<file path="src/sv/glb_pkg.sv">
// Shared definitions for the gray layer blend unit: mode codes, register
// indexes and the rounded divide-by-255 product finish. No dependencies.
`timescale 1ns / 1ps
`default_nettype none

package glb_pkg;

	// Blend mode codes in table order.
	typedef enum logic [4:0] {
		MODE_NORMAL     = 5'd0,
		MODE_DISSOLVE   = 5'd1,
		MODE_BEHIND     = 5'd2,
		MODE_MULTIPLY   = 5'd3,
		MODE_SCREEN     = 5'd4,
		MODE_OVERLAY    = 5'd5,
		MODE_DIFFERENCE = 5'd6,
		MODE_ADDITION   = 5'd7,
		MODE_SUBTRACT   = 5'd8,
		MODE_DARKEN     = 5'd9,
		MODE_LIGHTEN    = 5'd10,
		MODE_HUE        = 5'd11,
		MODE_SATURATION = 5'd12,
		MODE_COLOR      = 5'd13,
		MODE_VALUE      = 5'd14,
		MODE_DIVIDE     = 5'd15,
		MODE_DODGE      = 5'd16,
		MODE_BURN       = 5'd17,
		MODE_HARDLIGHT  = 5'd18,
		MODE_ERASE      = 5'd19,
		MODE_REPLACE    = 5'd20,
		MODE_ANTI_ERASE = 5'd21
	} mode_t;

	// Configuration register indexes.
	localparam logic REG_BLEND_MODE  = 1'b0;
	localparam logic REG_LAYER_ALPHA = 1'b1;

	// Finishes a rounded divide-by-255 product: ((t >> 8) + t) >> 8, t = p + 0x80.
	function automatic logic [9:0] mul255_fin(input logic [17:0] p);
		logic [19:0] t;
		logic [19:0] s;
		begin
			t = {2'b00, p} + 20'h80;
			s = (t >> 8) + t;
			mul255_fin = s[17:8];
		end
	endfunction

endpackage

`default_nettype wire

</file>
<file path="src/sv/glb_div2.sv">
// Two restoring division steps of the pipelined quotient unit.
// Depends on nothing; the top level chains four of these between stages.
`timescale 1ns / 1ps
`default_nettype none

module glb_div2 (
	input  wire logic [8:0] rem,
	input  wire logic [8:0] den,
	input  wire logic [7:0] quo,
	output logic [8:0]      rem_out,
	output logic [7:0]      quo_out
);
	logic [9:0] r1;
	logic [9:0] r2;
	logic [8:0] m1;
	logic       b1;
	logic       b2;

	// The remainder stays below the divisor, so each step yields one bit.
	always_comb begin
		r1 = {rem, 1'b0};
		b1 = (r1 >= {1'b0, den});
		m1 = b1 ? 9'(r1 - {1'b0, den}) : r1[8:0];
		r2 = {m1, 1'b0};
		b2 = (r2 >= {1'b0, den});
		rem_out = b2 ? 9'(r2 - {1'b0, den}) : r2[8:0];
		quo_out = {quo[5:0], b1, b2};
	end

endmodule

`default_nettype wire

</file>
<file path="src/sv/gray_layer_blend_unit.sv">
// Top level of the gray layer blend unit: five-stage pixel pipeline.
// Depends on glb_pkg and glb_div2.
//
//  channel | dir | handshake         | payload
//  s_*     | in  | s_tvalid/s_tready | base, layer, alpha in tdata; row end in tlast
//  m_*     | out | m_tvalid/m_tready | value, alpha in tdata; alpha flag in tuser; tlast
//  cfg_*   | in  | cfg_we            | register index and data
//
// One word is taken per cycle unless the output stalls; a word moves through
// stages 1 to 5 in turn. The quotient unit takes two bits per stage over four stages.
// Reset clears the valid bits and the registers to normal mode, no alpha.
// A stall at the output freezes every stage at once; s_tready follows it.
`timescale 1ns / 1ps
`default_nettype none

module gray_layer_blend_unit (
	input  wire logic        clk,
	input  wire logic        arst_n,
	input  wire logic        s_tvalid,
	output logic             s_tready,
	input  wire logic [23:0] s_tdata,  // base_value[7:0], layer_value[15:8], layer_alpha[23:16]
	input  wire logic        s_tlast,  // last_pixel
	output logic             m_tvalid,
	input  wire logic        m_tready,
	output logic [15:0]      m_tdata,  // result_value[7:0], result_alpha[15:8]
	output logic             m_tuser,  // alpha_affected
	output logic             m_tlast,  // last_pixel_out
	input  wire logic        cfg_we,
	input  wire logic        cfg_index,
	input  wire logic [4:0]  cfg_data
);
	import glb_pkg::*;

	logic [4:0] mode_q;
	logic       has_alpha_q;
	logic       en;

	// Configuration registers.
	always_ff @(posedge clk or negedge arst_n) begin
		if (!arst_n) begin
			mode_q      <= MODE_NORMAL;
			has_alpha_q <= 1'b0;
		end else if (cfg_we) begin
			case (cfg_index)
				REG_BLEND_MODE:  mode_q      <= cfg_data;
				REG_LAYER_ALPHA: has_alpha_q <= cfg_data[0];
				default: ;
			endcase
		end
	end

	// The whole pipeline moves unless the output word is held.
	assign en       = !m_tvalid || m_tready;
	assign s_tready = en;

	// Stage 1 operand preparation.
	logic [7:0] in_b, in_l;
	logic [8:0] x_d, d_d, opa_d;
	logic [7:0] opb_d;
	logic       aff_d;

	always_comb begin
		in_b = s_tdata[7:0];
		in_l = s_tdata[15:8];
		x_d  = (mode_q == MODE_BURN) ? {1'b0, ~in_b} : {1'b0, in_b};
		d_d  = (mode_q == MODE_DODGE) ? 9'(9'd256 - {1'b0, in_l})
		                              : 9'({1'b0, in_l} + 9'd1);
		case (mode_q)
			MODE_SCREEN: begin
				opa_d = {1'b0, ~in_l};
				opb_d = ~in_b;
			end
			MODE_OVERLAY: begin
				opa_d = {in_l, 1'b0};
				opb_d = ~in_b;
			end
			MODE_HARDLIGHT: begin
				if (in_l > 8'd128) begin
					opa_d = {~in_l, 1'b1};
					opb_d = ~in_b;
				end else begin
					opa_d = {in_l, 1'b0};
					opb_d = in_b;
				end
			end
			default: begin
				opa_d = {1'b0, in_b};
				opb_d = in_l;
			end
		endcase
		case (mode_q)
			MODE_NORMAL, MODE_DISSOLVE, MODE_BEHIND,
			MODE_ERASE, MODE_REPLACE, MODE_ANTI_ERASE: aff_d = 1'b1;
			default: aff_d = 1'b0;
		endcase
	end

	logic       vld_s1, last_s1, aff_s1, hi_s1;
	logic [7:0] b_s1, l_s1, a_s1, opb_s1;
	logic [4:0] mode_s1;
	logic [8:0] x_s1, d_s1, opa_s1;

	always_ff @(posedge clk or negedge arst_n) begin
		if (!arst_n) begin
			vld_s1 <= 1'b0;
		end else if (en) begin
			vld_s1 <= s_tvalid;
		end
	end

	always_ff @(posedge clk) begin
		if (en) begin
			b_s1    <= in_b;
			l_s1    <= in_l;
			a_s1    <= has_alpha_q ? s_tdata[23:16] : 8'd0;
			last_s1 <= s_tlast;
			aff_s1  <= aff_d;
			mode_s1 <= mode_q;
			x_s1    <= x_d;
			d_s1    <= d_d;
			opa_s1  <= opa_d;
			opb_s1  <= opb_d;
			hi_s1   <= (in_l > 8'd128);
		end
	end

	// Stage 2: shared product, simple modes, first quotient bits.
	logic [7:0] simple_d;
	logic [8:0] rem2_d;
	logic [7:0] quo2_d;

	always_comb begin
		case (mode_s1)
			MODE_DIFFERENCE: simple_d = (b_s1 >= l_s1) ? 8'(b_s1 - l_s1) : 8'(l_s1 - b_s1);
			MODE_ADDITION: begin
				simple_d = ({1'b0, b_s1} + {1'b0, l_s1} > 9'd255) ? 8'd255
				           : 8'(b_s1 + l_s1);
			end
			MODE_SUBTRACT:   simple_d = (b_s1 >= l_s1) ? 8'(b_s1 - l_s1) : 8'd0;
			MODE_DARKEN:     simple_d = (b_s1 < l_s1) ? b_s1 : l_s1;
			MODE_LIGHTEN:    simple_d = (b_s1 > l_s1) ? b_s1 : l_s1;
			default:         simple_d = l_s1;
		endcase
	end

	glb_div2 u_div_s2 (
		.rem(x_s1), .den(d_s1), .quo(8'd0), .rem_out(rem2_d), .quo_out(quo2_d)
	);

	logic        vld_s2, last_s2, aff_s2, hi_s2, ovf_s2;
	logic [7:0]  b_s2, a_s2, val_s2, quo_s2;
	logic [4:0]  mode_s2;
	logic [8:0]  d_s2, rem_s2;
	logic [16:0] prod_s2;

	always_ff @(posedge clk or negedge arst_n) begin
		if (!arst_n) begin
			vld_s2 <= 1'b0;
		end else if (en) begin
			vld_s2 <= vld_s1;
		end
	end

	always_ff @(posedge clk) begin
		if (en) begin
			b_s2    <= b_s1;
			a_s2    <= a_s1;
			last_s2 <= last_s1;
			aff_s2  <= aff_s1;
			hi_s2   <= hi_s1;
			mode_s2 <= mode_s1;
			d_s2    <= d_s1;
			ovf_s2  <= (x_s1 >= d_s1);
			rem_s2  <= rem2_d;
			quo_s2  <= quo2_d;
			val_s2  <= simple_d;
			prod_s2 <= 17'(opa_s1 * opb_s1);
		end
	end

	// Stage 3: finish the product, build the overlay operand, next quotient bits.
	logic [9:0] m3_d;
	logic [8:0] q3_d;
	logic [7:0] val3_d;
	logic [8:0] rem3_d;
	logic [7:0] quo3_d;

	always_comb begin
		m3_d = mul255_fin({1'b0, prod_s2});
		q3_d = prod_s2[16:8];
		case (mode_s2)
			MODE_MULTIPLY: val3_d = m3_d[7:0];
			MODE_SCREEN:   val3_d = 8'(8'd255 - m3_d[7:0]);
			MODE_HARDLIGHT: begin
				if (hi_s2) begin
					val3_d = (q3_d >= 9'd255) ? 8'd0 : 8'(9'd255 - q3_d);
				end else begin
					val3_d = (q3_d > 9'd255) ? 8'd255 : q3_d[7:0];
				end
			end
			default: val3_d = val_s2;
		endcase
	end

	glb_div2 u_div_s3 (
		.rem(rem_s2), .den(d_s2), .quo(quo_s2), .rem_out(rem3_d), .quo_out(quo3_d)
	);

	logic       vld_s3, last_s3, aff_s3, ovf_s3;
	logic [7:0] b_s3, a_s3, val_s3, quo_s3;
	logic [4:0] mode_s3;
	logic [8:0] d_s3, rem_s3;
	logic [9:0] ovop_s3;

	always_ff @(posedge clk or negedge arst_n) begin
		if (!arst_n) begin
			vld_s3 <= 1'b0;
		end else if (en) begin
			vld_s3 <= vld_s2;
		end
	end

	always_ff @(posedge clk) begin
		if (en) begin
			b_s3    <= b_s2;
			a_s3    <= a_s2;
			last_s3 <= last_s2;
			aff_s3  <= aff_s2;
			mode_s3 <= mode_s2;
			d_s3    <= d_s2;
			ovf_s3  <= ovf_s2;
			rem_s3  <= rem3_d;
			quo_s3  <= quo3_d;
			val_s3  <= val3_d;
			ovop_s3 <= {2'b00, b_s2} + m3_d;
		end
	end

	// Stage 4: overlay's second product and the next quotient bits.
	logic [8:0] rem4_d;
	logic [7:0] quo4_d;

	glb_div2 u_div_s4 (
		.rem(rem_s3), .den(d_s3), .quo(quo_s3), .rem_out(rem4_d), .quo_out(quo4_d)
	);

	logic        vld_s4, last_s4, aff_s4, ovf_s4;
	logic [7:0]  a_s4, val_s4, quo_s4;
	logic [4:0]  mode_s4;
	logic [8:0]  d_s4, rem_s4;
	logic [17:0] ovprod_s4;

	always_ff @(posedge clk or negedge arst_n) begin
		if (!arst_n) begin
			vld_s4 <= 1'b0;
		end else if (en) begin
			vld_s4 <= vld_s3;
		end
	end

	always_ff @(posedge clk) begin
		if (en) begin
			a_s4      <= a_s3;
			last_s4   <= last_s3;
			aff_s4    <= aff_s3;
			mode_s4   <= mode_s3;
			d_s4      <= d_s3;
			ovf_s4    <= ovf_s3;
			rem_s4    <= rem4_d;
			quo_s4    <= quo4_d;
			val_s4    <= val_s3;
			ovprod_s4 <= 18'(b_s3 * ovop_s3);
		end
	end

	// Stage 5: last quotient bits and the final selection.
	logic [8:0] rem5_d;
	logic [7:0] quo5_d;
	logic [7:0] qf_d;
	logic [9:0] ov_d;
	logic [7:0] val5_d;

	glb_div2 u_div_s5 (
		.rem(rem_s4), .den(d_s4), .quo(quo_s4), .rem_out(rem5_d), .quo_out(quo5_d)
	);

	always_comb begin
		qf_d = ovf_s4 ? 8'd255 : quo5_d;
		ov_d = mul255_fin(ovprod_s4);
		case (mode_s4)
			MODE_OVERLAY:             val5_d = (ov_d > 10'd255) ? 8'd255 : ov_d[7:0];
			MODE_DIVIDE, MODE_DODGE:  val5_d = qf_d;
			MODE_BURN:                val5_d = (qf_d == 8'd255) ? 8'd0 : ~qf_d;
			default:                  val5_d = val_s4;
		endcase
	end

	logic       vld_s5, last_s5, aff_s5;
	logic [7:0] a_s5, val_s5;

	always_ff @(posedge clk or negedge arst_n) begin
		if (!arst_n) begin
			vld_s5 <= 1'b0;
		end else if (en) begin
			vld_s5 <= vld_s4;
		end
	end

	always_ff @(posedge clk) begin
		if (en) begin
			a_s5    <= a_s4;
			last_s5 <= last_s4;
			aff_s5  <= aff_s4;
			val_s5  <= val5_d;
		end
	end

	// Output word.
	assign m_tvalid = vld_s5;
	assign m_tdata  = {a_s5, val_s5};
	assign m_tuser  = aff_s5;
	assign m_tlast  = last_s5;

	logic unused_rem;
	assign unused_rem = ^rem5_d;

endmodule

`default_nettype wire
</file>
<file path="config.mk">
export PLATFORM = sky130hd
export DESIGN_NAME = gray_layer_blend_unit
export DESIGN_NICKNAME = d
export VERILOG_FILES = /design/src/sv/glb_pkg.sv /design/src/sv/glb_div2.sv /design/src/sv/gray_layer_blend_unit.sv
export SDC_FILE = /design/constraint.sdc
export NUM_CORES = 1
export LEC_CHECK = 0
export ABC_AREA = 1
export BUFFER_PORTS_ARGS = -buffer_cell sky130_fd_sc_hd__buf_2
export CAP_MARGIN = 20
export CORE_MARGIN = 5
export CORE_UTILIZATION = 35
export DETAILED_ROUTE_END_ITERATION = 6
export GPL_TIMING_DRIVEN = 1
export MAX_ROUTING_LAYER = met4
export SLEW_MARGIN = 20
export SYNTH_ARGS = -nofsm -noshare
export SYNTH_HDL_FRONTEND = slang
export SYNTH_HIERARCHICAL = 1
export SYNTH_SLANG_ARGS = --single-unit
</file>
<file path="constraint.sdc">
create_clock -name clk -period 8.33 [get_ports clk]
set_clock_uncertainty 0.1 [all_clocks]
set_input_delay 0.833 -clock clk [delete_from_list [all_inputs] [get_ports clk]]
set_output_delay 0.833 -clock clk [all_outputs]
set_load 0.005 [all_outputs]
</file>
# After elaboration in Yosys (flattened, before gate mapping)
# Cells that the tools add are included.
[totals] regBits=295 inputBits=36 word_cells=160
[classes] n_addsub=20 n_mul=2 n_lt_le_gt_ge=17 eq_ne=23 muxes=28 n_bitwise=4 reduce_logical=8
[ops] op="8-bit two-way mux" n=13
[ops] op="9-bit two-way mux" n=9
[ops] op="10-bit by 9-bit greater-or-equal comparator with 1-bit output" n=7
[ops] op="9-bit subtractor" n=7
[ops] op="8-bit case mux with 3 select lines" n=2
[ops] op="5-bit == test (second input constant)" n=9
[ops] op="8-bit case mux with 5 select lines" n=1
[ops] op="5-bit by 3-bit == test with 1-bit output (second input constant)" n=6
[ops] op="9-bit case mux with 3 select lines" n=1
[ops] op="8-bit inverter" n=3
[ops] op="5-bit by 4-bit == test with 1-bit output (second input constant)" n=4
[ops] op="18-bit by 8-bit adder with 19-bit output (second input constant)" n=1
[ops] op="10-bit by 18-bit adder with 18-bit output" n=1
[ops] op="11-bit by 18-bit adder with 18-bit output" n=1
[ops] op="17-bit by 8-bit adder with 18-bit output (second input constant)" n=1
[ops] op="9-bit by 8-bit > comparator with 1-bit output (second input constant)" n=2
[ops] op="8-bit by 10-bit multiplier with 18-bit output" n=1
[ops] op="9-bit by 8-bit multiplier with 17-bit output" n=1
[ops] op="8-bit case mux with 2 select lines" n=1
[ops] op="8-bit subtractor" n=2
[ops] op="8-bit subtractor (first input constant)" n=2
[ops] op="8-bit by 10-bit adder with 10-bit output" n=1
[ops] op="5-bit by 2-bit == test with 1-bit output (second input constant)" n=2
[ops] op="10-bit by 8-bit > comparator with 1-bit output (second input constant)" n=1
[ops] op="21 further kinds" n=23

# Logic depth before layout (Yosys ltp)
[depth] depth_word=7 mapped_depth=28

# By module
# The synthesis kept the hierarchy.
[modules_own_cells] module="gray_layer_blend_unit" instances=1 cells_per_inst=2014 area_each_um2=19513.7 seq_area_each_um2=9163.8
[modules_own_cells] module="glb_div2" instances=4 cells_per_inst=220 area_each_um2=1255.0 seq_area_each_um2=0.0

# Worst setup path before layout
# OpenSTA, ideal clock, no wires.
[synth_timing] path_kind="in2reg" from="in m_tready" to="reg vld_s1" setup_time_ns=0.099 arrival_ns=8.193 t_required_ns=8.131 setup_slack_ns=-0.063 path_stages=3 path_buffers=0 path_cell_list="inv_1 > nand2_1 > mux2_2"
[synth_via] elab_chain_cells=1
[synth_rtl] item="from (decl)" line_no="gray_layer_blend_unit.sv:24" source="input wire logic m_tready,"
[synth_rtl] item="1-bit logical OR" line_no="gray_layer_blend_unit.sv:53" source="assign en = !m_tvalid || m_tready;"
[synth_rtl] item="net s_tready" line_no="gray_layer_blend_unit.sv:20" source="output logic s_tready,"
[synth_rtl] item="to (signal assigned)" line_no="gray_layer_blend_unit.sv:107" source="vld_s1 <= s_tvalid;"
[synth_rtl] item="to (decl)" line_no="gray_layer_blend_unit.sv:98" source="logic vld_s1, last_s1, aff_s1, hi_s1;"
# The timed path passes the listed nets, and every way through them passes these cells.
# A chain may end at the register's enable or synchronous reset.

# Worst setup path in the final report
[layout_timing] from="reg b_s3[7]" to="reg ovprod_s4[14] (data pin)"
[layout_via] elab_chain_cells=1
[layout_rtl] item="from (decl)" line_no="gray_layer_blend_unit.sv:210" source="logic [7:0] b_s3, a_s3, val_s3, quo_s3;"
[layout_rtl] item="from (signal assigned)" line_no="gray_layer_blend_unit.sv:225" source="b_s3 <= b_s2;"
[layout_rtl] item="8-bit by 10-bit multiplier with 18-bit output" line_no="gray_layer_blend_unit.sv:272" source="ovprod_s4 <= 18'(b_s3 * ovop_s3);"
[layout_rtl] item="to (signal assigned)" line_no="gray_layer_blend_unit.sv:272"
[layout_rtl] item="to (decl)" line_no="gray_layer_blend_unit.sv:251" source="logic [17:0] ovprod_s4;"
# No other way between the ends.

==> impl_metrics.tcl <==
set metrics [dict create \
    synthCells 2811 \
    antenna-diode-count 0 \
    firstDrtPassIters 5 \
    worst_path_most_repeated_cell "inv_1" \
    numPortBuffers 55 \
    arrival_ps 4850 \
    fin_nets 3180 \
    clock_latency_ps 550 \
    vias 17500 \
    final.setup.tns_ps 0 \
    period_share_pct 56.1 \
    first_iter_violations 1189 \
    grt_use_met3_pct 1.83 \
    drc 0 \
    critPathSlowestCell "fa_1" \
    htree_levels 2 \
    critical_path_required_ps 8500 \
    slew_headroom_pct 33.9 \
    clockRootBuffer "clkbuf_16" \
    fp.dieW_um 271 \
    fmax_mhz 214 \
    antenna_left 0 \
    grt_pass1_wl_um 84700 \
    rsz0062_at_grt "no" \
    grt_max_degree 151 \
    ctsResizeCount 0 \
    hp-class "input pin to asynchronous set/reset pin" \
    drive_gt1_share_pct 7.57 \
    grt_overflow_total 0 \
    clockBufferDepth 3 \
    finalCriticalPeriod_ps 4670 \
    critPathLaunchType "flop" \
    gp_congestion 0.890 \
    core-area_um2 67300 \
    numClockSinks 295 \
    mostFrequentLayoutCells "nand2_1, inv_1, edfxtp_1" \
    status "completed" \
    tightest_slew_ps 991 \
    row_count 95 \
    path_class "flop to flop" \
    layout_commonest_cell "nand2_1" \
    syn-cell-area_um2 23800 \
    grt.met2_usage_pct 22.2 \
    antenna_found_initial 0 \
    path_buf_inv 5 \
    synthToLayoutAreaGrowth_pct 9.06 \
    initial_core_util_pct 35.3 \
    die-area_um2 73200 \
    cts_tree "done" \
    cp-end-kind "flop" \
    cts_buffers 35 \
    grt_use_total_pct 14.0 \
    maxCapViolCount 0 \
    wire_per_inst_um 13.4 \
    avgSynthCellArea_um2 8.45 \
    cpPeakStageDelay_ps 540 \
    hold_viol_final 0 \
    dieHeight_um 271 \
    hpwl_um 40300 \
    yosys_warnings 6 \
    slew_violations 0 \
    grt-busiest-layer "met2" \
    grt_pass1_vias 17000 \
    post-cts-setup-buffers 0 \
    met1_usage_pct 19.1 \
    fillers 6846 \
    setup_violations 0 \
    hold_buffers 0 \
    wirelength_um 50000 \
    crit_chain "nand2_1 -> inv_1 -> fa_1 -> inv_1 -> fa_1 -> inv_1 -> fa_1 -> inv_1 -> fa_1 -> inv_1 -> ha_1 -> nand2_1 -> nor3_1 -> nand2_1 -> o211ai_1 -> a21oi_1 -> o21ai_0 -> xor2_1" \
    path_max_fanout 10 \
    ios 56 \
    clkTransAtPathRegs_ps 60 \
    cpLargestDelayFamily "adder cells" \
    via_per_inst 4.69 \
]
[worst reg2reg max path, delay by kind of cell (launching register included)]
kind                     cells  cell delay, ps
XOR/XNOR                     1             160
AND/OR/NAND/NOR              4             340
buffers and inverters        5             260
flip-flops                   1             520
AO/OA/AOI/OAI                3             600
adder cells (fa/ha/maj)      5            2440
[registers in the layout, summed over array words and instances (netlist names), 9 cells and up]
signal and flops:
ovprod_s4 18, rem_s4 9, d_s4 9, rem_s3 9
rem_s2 9, opa_s1 9, ovop_s3 10, d_s2 9
d_s3 9, prod_s2 17, d_s1 9
[worst paths after layout]
check,start,to,slack (ps),cells after the start
max,b_s3[7],ovprod_s4[14],3660,18
min,arst_n,has_alpha_q,40,1
min in group clk,a_s2[5],a_s3[5],320,0
max reg2reg,b_s3[7],ovprod_s4[14],3660,18
min reg2reg,a_s2[5],a_s3[5],320,0
max in group asynchronous,arst_n,vld_s2,7870,1
[metal layers]
| layer | wire, um | vias up |
|---|---|---|
| met3 | 2280 | 84 |
| met1 | 23800 | 7974 |
| li1 | - | 9074 |
| met2 | 22700 | 407 |
| met5 | 0 | - |
| met4 | 1310 | 0 |
[stage by stage]
stage | utilization, % | setup WS (ps) | instances | area, um2 | hold WS (ps)
floorplan | - | 221 | 2813 | 23800 | 300
global placement | 36.9 | 3670 | 3676 | 24800 | 301
detailed placement | 36.9 | 3650 | 3676 | 24800 | 305
CTS | 38.5 | 3640 | 3740 | 25900 | 16.4
global route | 38.5 | 3330 | 3740 | 25900 | 34.8
finish | 38.5 | 3660 | 3740 | 25900 | 43.4
[final cells by class]
| cell class | count | area, um2 | area share (%) |
|---|---|---|---|
| Multi-Input combinational cell | 1911 | 12600 | 48.5 |
| Sequential cell | 295 | 8800 | 34.0 |
| Inverter | 540 | 2030 | 7.85 |
| Tap cell | 873 | 1090 | 4.21 |
| Clock buffer | 45 | 933 | 3.60 |
| Timing Repair Buffer | 57 | 303 | 1.17 |
| Clock inverter | 19 | 170 | 0.657 |
Power is not shown: default switching activity piles up to over one toggle a cycle in this logic, so the estimate is an artifact.
